[src/hdl/lpm_pkg.sv]
package lpm_pkg;

  localparam int unsigned TABLE_DEPTH = 16;
  localparam int unsigned ADDR_W      = (TABLE_DEPTH > 1) ? $clog2(TABLE_DEPTH) : 1;
  localparam int unsigned IDX_W       = 4;
  localparam int unsigned SCAN_N      = (TABLE_DEPTH < (1 << IDX_W)) ? TABLE_DEPTH
                                                                     : (1 << IDX_W);
  localparam int unsigned SCAN_W      = (SCAN_N > 1) ? $clog2(SCAN_N) : 1;
  localparam int unsigned ROUTE_W     = 64;

  typedef enum logic [0:0] {
    REQ_WRITE  = 1'b0,
    REQ_LOOKUP = 1'b1
  } req_e;

  typedef enum logic [1:0] {
    ST_IDLE,
    ST_SCAN,
    ST_LAST,
    ST_RESULT
  } state_e;

  typedef struct packed {
    logic              req_type;
    logic [IDX_W-1:0]  entry_index;
    logic [31:0]       entry_dest;
    logic [31:0]       entry_mask;
    logic              entry_valid;
    logic [31:0]       lookup_addr;
  } lpm_req_t;

  typedef struct packed {
    logic              hit;
    logic [IDX_W-1:0]  match_index;
    logic [31:0]       match_mask;
  } lpm_rsp_t;

  typedef struct packed {
    logic              clear;
    logic              cmp_en;
    logic [SCAN_W-1:0] cmp_idx;
  } scan_ctl_t;

endpackage

[src/hdl/longest_prefix_match_lookup.sv]
// IPv4 longest-prefix-match route table. A transaction is taken when start is high and busy
// is low. A write transaction stores one route and gives no result; slots at or beyond the
// table depth are ignored. A lookup transaction reads the route memory one entry per cycle
// through its single read port and keeps the best match; it holds busy through the scan of
// the table entries, the ST_LAST state, in which the registered read of the last entry is
// compared, and the result state. The result is shown for exactly one cycle with rsp_valid_o
// high and cannot be held off, so the receiver must take it in that cycle. The valid marks
// are cleared by reset.
module longest_prefix_match_lookup (
  input  logic               clk_i,
  input  logic               rst_ni,
  input  logic               start,
  output logic               busy,
  input  lpm_pkg::lpm_req_t  req_i,
  output logic               rsp_valid_o,
  output lpm_pkg::lpm_rsp_t  rsp_o
);

  logic                         accept_w;
  logic                         lookup_go_w;
  logic                         wr_go_w;
  logic                         rd_en_w;
  logic [lpm_pkg::ADDR_W-1:0]   rd_addr_w;
  logic [lpm_pkg::ROUTE_W-1:0]  route_w;
  logic [lpm_pkg::SCAN_N-1:0]   valid_q, valid_d;
  lpm_pkg::scan_ctl_t           ctl_w;

  assign accept_w    = start && !busy;
  assign lookup_go_w = accept_w && (req_i.req_type == lpm_pkg::REQ_LOOKUP);
  assign wr_go_w     = accept_w && (req_i.req_type == lpm_pkg::REQ_WRITE)
                       && (32'(req_i.entry_index) < lpm_pkg::TABLE_DEPTH);

  always_comb begin
    valid_d = valid_q;
    if (wr_go_w) begin
      valid_d[lpm_pkg::SCAN_W'(req_i.entry_index)] = req_i.entry_valid;
    end
  end

  always_ff @(posedge clk_i or negedge rst_ni) begin
    if (!rst_ni) begin
      valid_q <= '0;
    end else begin
      valid_q <= valid_d;
    end
  end

  lpm_ram #(
    .WIDTH (lpm_pkg::ROUTE_W),
    .DEPTH (lpm_pkg::TABLE_DEPTH)
  ) u_ram (
    .clk_i   (clk_i),
    .we_i    (wr_go_w),
    .waddr_i (lpm_pkg::ADDR_W'(req_i.entry_index)),
    .wdata_i ({req_i.entry_dest, req_i.entry_mask}),
    .re_i    (rd_en_w),
    .raddr_i (rd_addr_w),
    .rdata_o (route_w)
  );

  lpm_ctrl u_ctrl (
    .clk_i       (clk_i),
    .rst_ni      (rst_ni),
    .lookup_go_i (lookup_go_w),
    .busy_o      (busy),
    .rd_en_o     (rd_en_w),
    .rd_addr_o   (rd_addr_w),
    .rsp_valid_o (rsp_valid_o),
    .ctl_o       (ctl_w)
  );

  lpm_select u_select (
    .clk_i         (clk_i),
    .rst_ni        (rst_ni),
    .ctl_i         (ctl_w),
    .lookup_addr_i (req_i.lookup_addr),
    .entry_valid_i (valid_q[ctl_w.cmp_idx]),
    .route_i       (route_w),
    .rsp_o         (rsp_o)
  );

endmodule

[src/hdl/lpm_ram.sv]
module lpm_ram #(
  parameter int unsigned WIDTH = 64,
  parameter int unsigned DEPTH = 16
) (
  input  logic                                    clk_i,
  input  logic                                    we_i,
  input  logic [((DEPTH > 1) ? $clog2(DEPTH) : 1)-1:0] waddr_i,
  input  logic [WIDTH-1:0]                        wdata_i,
  input  logic                                    re_i,
  input  logic [((DEPTH > 1) ? $clog2(DEPTH) : 1)-1:0] raddr_i,
  output logic [WIDTH-1:0]                        rdata_o
);

  logic [WIDTH-1:0] mem_q [DEPTH];
  logic [WIDTH-1:0] rdata_q;

  always_ff @(posedge clk_i) begin
    if (we_i) begin
      mem_q[waddr_i] <= wdata_i;
    end
    if (re_i) begin
      rdata_q <= mem_q[raddr_i];
    end
  end

  assign rdata_o = rdata_q;

endmodule

[src/hdl/lpm_ctrl.sv]
module lpm_ctrl (
  input  logic                           clk_i,
  input  logic                           rst_ni,
  input  logic                           lookup_go_i,
  output logic                           busy_o,
  output logic                           rd_en_o,
  output logic [lpm_pkg::ADDR_W-1:0]     rd_addr_o,
  output logic                           rsp_valid_o,
  output lpm_pkg::scan_ctl_t             ctl_o
);

  lpm_pkg::state_e             state_q, state_d;
  logic [lpm_pkg::SCAN_W-1:0]  cnt_q, cnt_d;
  logic                        cmp_en_q;
  logic [lpm_pkg::SCAN_W-1:0]  cmp_idx_q;
  logic                        last_w;

  assign last_w = (cnt_q == lpm_pkg::SCAN_W'(lpm_pkg::SCAN_N - 1));

  always_comb begin
    state_d = state_q;
    case (state_q)
      lpm_pkg::ST_IDLE: begin
        if (lookup_go_i) begin
          state_d = lpm_pkg::ST_SCAN;
        end
      end
      lpm_pkg::ST_SCAN: begin
        if (last_w) begin
          state_d = lpm_pkg::ST_LAST;
        end
      end
      lpm_pkg::ST_LAST:   state_d = lpm_pkg::ST_RESULT;
      lpm_pkg::ST_RESULT: state_d = lpm_pkg::ST_IDLE;
      default:            state_d = lpm_pkg::ST_IDLE;
    endcase
  end

  always_comb begin
    busy_o      = (state_q != lpm_pkg::ST_IDLE);
    rd_en_o     = (state_q == lpm_pkg::ST_SCAN);
    rsp_valid_o = (state_q == lpm_pkg::ST_RESULT);
    rd_addr_o   = lpm_pkg::ADDR_W'(cnt_q);
    cnt_d       = '0;
    if ((state_q == lpm_pkg::ST_SCAN) && !last_w) begin
      cnt_d = cnt_q + 1'b1;
    end
    ctl_o.clear   = lookup_go_i;
    ctl_o.cmp_en  = cmp_en_q;
    ctl_o.cmp_idx = cmp_idx_q;
  end

  always_ff @(posedge clk_i or negedge rst_ni) begin
    if (!rst_ni) begin
      state_q   <= lpm_pkg::ST_IDLE;
      cnt_q     <= '0;
      cmp_en_q  <= 1'b0;
      cmp_idx_q <= '0;
    end else begin
      state_q   <= state_d;
      cnt_q     <= cnt_d;
      cmp_en_q  <= (state_q == lpm_pkg::ST_SCAN);
      cmp_idx_q <= cnt_q;
    end
  end

endmodule

[src/hdl/lpm_select.sv]
module lpm_select (
  input  logic                         clk_i,
  input  logic                         rst_ni,
  input  lpm_pkg::scan_ctl_t           ctl_i,
  input  logic [31:0]                  lookup_addr_i,
  input  logic                         entry_valid_i,
  input  logic [lpm_pkg::ROUTE_W-1:0]  route_i,
  output lpm_pkg::lpm_rsp_t            rsp_o
);

  logic                       found_q, found_d;
  logic [lpm_pkg::IDX_W-1:0]  best_idx_q, best_idx_d;
  logic [31:0]                best_mask_q, best_mask_d;
  logic [31:0]                addr_q, addr_d;
  logic [31:0]                dest_w, mask_w;
  logic                       match_w;

  assign dest_w  = route_i[63:32];
  assign mask_w  = route_i[31:0];
  assign match_w = ctl_i.cmp_en && entry_valid_i && (((dest_w ^ addr_q) & mask_w) == 32'd0);

  always_comb begin
    found_d     = found_q;
    best_idx_d  = best_idx_q;
    best_mask_d = best_mask_q;
    addr_d      = addr_q;
    if (ctl_i.clear) begin
      found_d     = 1'b0;
      best_idx_d  = '0;
      best_mask_d = '0;
      addr_d      = lookup_addr_i;
    end else if (match_w && (!found_q || (mask_w > best_mask_q))) begin
      found_d     = 1'b1;
      best_idx_d  = lpm_pkg::IDX_W'(ctl_i.cmp_idx);
      best_mask_d = mask_w;
    end
  end

  always_ff @(posedge clk_i or negedge rst_ni) begin
    if (!rst_ni) begin
      found_q <= 1'b0;
    end else begin
      found_q <= found_d;
    end
  end

  always_ff @(posedge clk_i) begin
    best_idx_q  <= best_idx_d;
    best_mask_q <= best_mask_d;
    addr_q      <= addr_d;
  end

  assign rsp_o.hit         = found_q;
  assign rsp_o.match_index = best_idx_q;
  assign rsp_o.match_mask  = best_mask_q;

endmodule

[config.mk]
export PLATFORM = sky130hd
export DESIGN_NAME = longest_prefix_match_lookup
export DESIGN_NICKNAME = d
export VERILOG_FILES = /design/src/hdl/lpm_pkg.sv /design/src/hdl/longest_prefix_match_lookup.sv /design/src/hdl/lpm_ram.sv /design/src/hdl/lpm_ctrl.sv /design/src/hdl/lpm_select.sv
export SDC_FILE = /design/constraint.sdc
export NUM_CORES = 1
export LEC_CHECK = 0
export ABC_AREA = 1
export BUFFER_PORTS_ARGS = -buffer_cell sky130_fd_sc_hd__buf_2
export CAP_MARGIN = 25
export CORE_AREA = 5 5 346 280
export DETAILED_ROUTE_END_ITERATION = 12
export DIE_AREA = 0 0 351 285
export HOLD_SLACK_MARGIN = 0.08
export PLACE_DENSITY = 0.69
export REMOVE_ABC_BUFFERS = 1
export SYNTH_ARGS = -nofsm -noshare
export SYNTH_HDL_FRONTEND = slang
export SYNTH_SLANG_ARGS = --single-unit
export TNS_END_PERCENT = 50
[constraint.sdc]
create_clock -name clk_i -period 7.15 [get_ports clk_i]
set_input_delay 0.715 -clock clk_i [delete_from_list [all_inputs] [get_ports clk_i]]
set_output_delay 0.715 -clock clk_i [all_outputs]
set_load 0.03 [all_outputs]
==> impl_metrics.yaml <==
clock_network:
  post_cts.repair.setup_buffers: 0
  hold_buffers: 0
  tritoncts: "yes"
  htree_levels: 3
  post_cts_resized: 0
  clkTransAtPathRegs_ns: 0.07
  clk_path_buf_depth: 3
  clk_latency_ns: 0.68
  cts_sinks: 1184
  numCtsBuffers: 108
  cts_root_buf: "clkbuf_16"
sta:
  period_share_pct: 51.71
  drv_slew: 0
  rsz0062_at_grt: "no"
  worst_pin_slew_ns: 1.111
  worst_hold_slack_ns: 0.1206
  fin_crit_ns: 3.697
  hold_violations: 0
  fin_ws_ns: 3.453
  skew_ns: 0.02324
  fmax_mhz: 270.5
  report.final.setup_viol: 0
  relSlewSlack_pct: 25.91
die:
  core_sq_um: 92710
  chipWidth_microns: 351
  ios: 144
  die-area_sq_um: 100000
  core.rowCount: 100
  start_util_pct: 49.86
  die_y_microns: 285
cells_and_area:
  n_fill_cell: 7391
  final_cell_count_no_fill: 4921
  layout_common_cells: "edfxtp_1 (1,120), nand2_1 (544), o21ai_0 (344)"
  nNetsFinal: 3740
  stdcell_area_sq_um: 51730
  final_common_cell: "edfxtp_1"
  drive_gt1_share_pct: 10.54
  syn2layout_area_growth_pct: 11.92
logic_synthesis:
  syn_area_sq_um: 46220
  netlist_instances: 3506
  synth_seq_area_share_pct: 75.83
  synth_seq_cells: 1184
  synth_cell_types: 33
  avgSynthCellArea_sq_um: 13.18
  synth_warnings: 0
min_path:
  hp-class: "input pin to asynchronous set/reset pin"
routing:
  drc: 0
  vias: 29563
  final_antenna_net_count: 0
  drtPass1Iterations: 6
  post_drt_wl_per_cell_microns: 25.49
  routed_wl_microns: 125400
  routed_via_density: 6.008
  initialDrtViolationCount: 3973
placement:
  dpl_worst_slack_ns: 3.382
  gp_congestion: 0.8228
  port_buffers: 143
  dpl.cell_count: 4707
  hpwl_microns: 66550
  placed_area_sq_um: 48180
global_route:
  grt_pass1_wl_microns: 184700
  overflow: 0
  grt_max_degree: 192
  grt_pass1_vias: 28201
  grt_use_total_pct: 24.77
  antenna_found_initial: 10
critical_path:
  slowest_stage: "buf_4"
  start_kind: "register"
  criticalPathCategory: "register to register"
  cp_data_arrival_time_ns: 3.98
  end_kind: "register"
  path_max_fanout: 48
  required_ns: 7.43
  critical-path-max-stage-delay_ns: 0.90
  crit_chain: "inv_1 -> ha_1 -> nand2_1 -> nor2_1 -> nand3_1 -> nor2_4 -> buf_4"
outcome:
  outcome: "completed"
power:
  leakage_nw: 17.92
  total_power_w: 0.01725
  max-vdd-ir-drop_mv: 0.3890
  pwr_density_cell_nw_per_um2: 333.4
run:
  cap_violations: 0
synth_stat cells (all sizes together):
cell type / instances / area (sq um)
edfxtp: 1120 / 33630
nand2: 547 / 2058
o21ai: 372 / 1862
nor2: 353 / 1344
a21oi: 227 / 1136
clkbuf: 163 / 611.8
nand3: 163 / 815.8
inv: 123 / 461.7
o22ai: 78 / 488.0
a221oi: 76 / 665.6
nand4: 59 / 369.1
buf: 54 / 306.5
o221ai: 51 / 446.7
ha: 38 / 475.5
dfxtp: 36 / 720.7
dfrtp: 28 / 700.7
o21a: 5 / 37.54
o211ai: 3 / 22.52
clkinv: 2 / 7.510
nand3b: 2 / 15.01
xnor2: 2 / 17.52
a21boi: 1 / 7.510
a21o: 1 / 7.510
nor4: 1 / 6.260
xor2: 1 / 8.760
cell type report:
cell class	instances	area, sq um	share of cell area (%)
Sequential cell	1184	35070	67.79
Multi-Input combinational cell	1980	9938	19.21
Clock buffer	140	2914	5.633
Tap cell	1224	1531	2.960
Timing Repair Buffer	198	1259	2.433
Clock inverter	63	524.3	1.013
Inverter	125	481.7	0.9311
Antenna cell	7	17.52	0.03386
registers in the layout (all words and copies together) (netlist names):
signal	cells
u_ctrl.cmp_idx_q	4
u_select.best_mask_q	32
u_ram.mem_q	1024
u_select.found_q	1
u_ctrl.rd_addr_o	4
u_select.addr_q	32
u_ctrl.state_q	2
u_ctrl.cmp_en_q	1
valid_q	16
u_ram.rdata_o	64
u_select.best_idx_q	4
layer usage:
metal | up-vias | GRT usage, % | part of all wire [%]
met5 | - | 0 | 0.031
li1 | 13130 | - | -
met3 | 243 | 7.666 | 13
met1 | 14549 | 36.40 | 41
met2 | 1635 | 35.80 | 44
met4 | 6 | 7.427 | 2.7
worst max-delay path, delay by kind of cell, from the launching register on:
| family | cells | cell delay (ns) |
|---|---|---|
| buffers and inverters | 2 | 1.05 |
| AND/OR/NAND/NOR | 4 | 1.59 |
| flip-flops | 1 | 0.40 |
| adder cells (fa/ha/maj) | 1 | 0.22 |
through the flow:
stage	setup TNS [ns]	utilization, %
after floorplan	-783.97	-
after global placement	0	51.91
after detailed placement	0	51.96
after CTS	0	55.67
after global routing	0	55.79
final	0	55.80
cells by family (layout without fill, tap and decap cells):
group	after synthesis	after routing	share of synthesized area, %
flip-flops	1184	1184	75.83
XOR/XNOR	3	3	0.05685
buffers and inverters	342	526	3.002
other	0	7	0
adder cells (fa/ha/maj)	38	38	1.029
AND/OR/NAND/NOR	1125	1125	9.969
AO/OA/AOI/OAI	814	814	10.11
report_power, final:
part / switching [W] / leakage, nW / internal (W)
clock network: 0.00250 / 1.68 / 0.00313
logic: 0.00246 / 5.50 / 0.000879
registers: 0.000289 / 10.7 / 0.00800
total: 0.00524 / 17.9 / 0.0120
worst paths after layout:
kind,start,to,slack (ns),cells past startpoint
max in group asynchronous,rst_ni,u_ctrl.rd_addr_o[3]$_DFF_PN0_,6.44,1
hold reg to reg,u_select.best_idx_q[1]$_SDFFE_PP0P_,u_select.best_idx_q[1]$_SDFFE_PP0P_,0.48,2
setup / recovery,u_ctrl.state_q[1]$_DFFE_PN0P_,u_ram.mem_q[2][48]$_DFFE_PP_,3.45,7
setup reg to reg,u_ctrl.state_q[1]$_DFFE_PN0P_,u_ram.mem_q[2][48]$_DFFE_PP_,3.45,7
hold / removal,rst_ni,valid_q[3]$_DFFE_PN0P_,0.12,1
min in group clk_i,req_i[23],u_select.addr_q[23]$_DFFE_PP_,0.21,1
No activity file was read; power rests on OpenSTA's default activity.
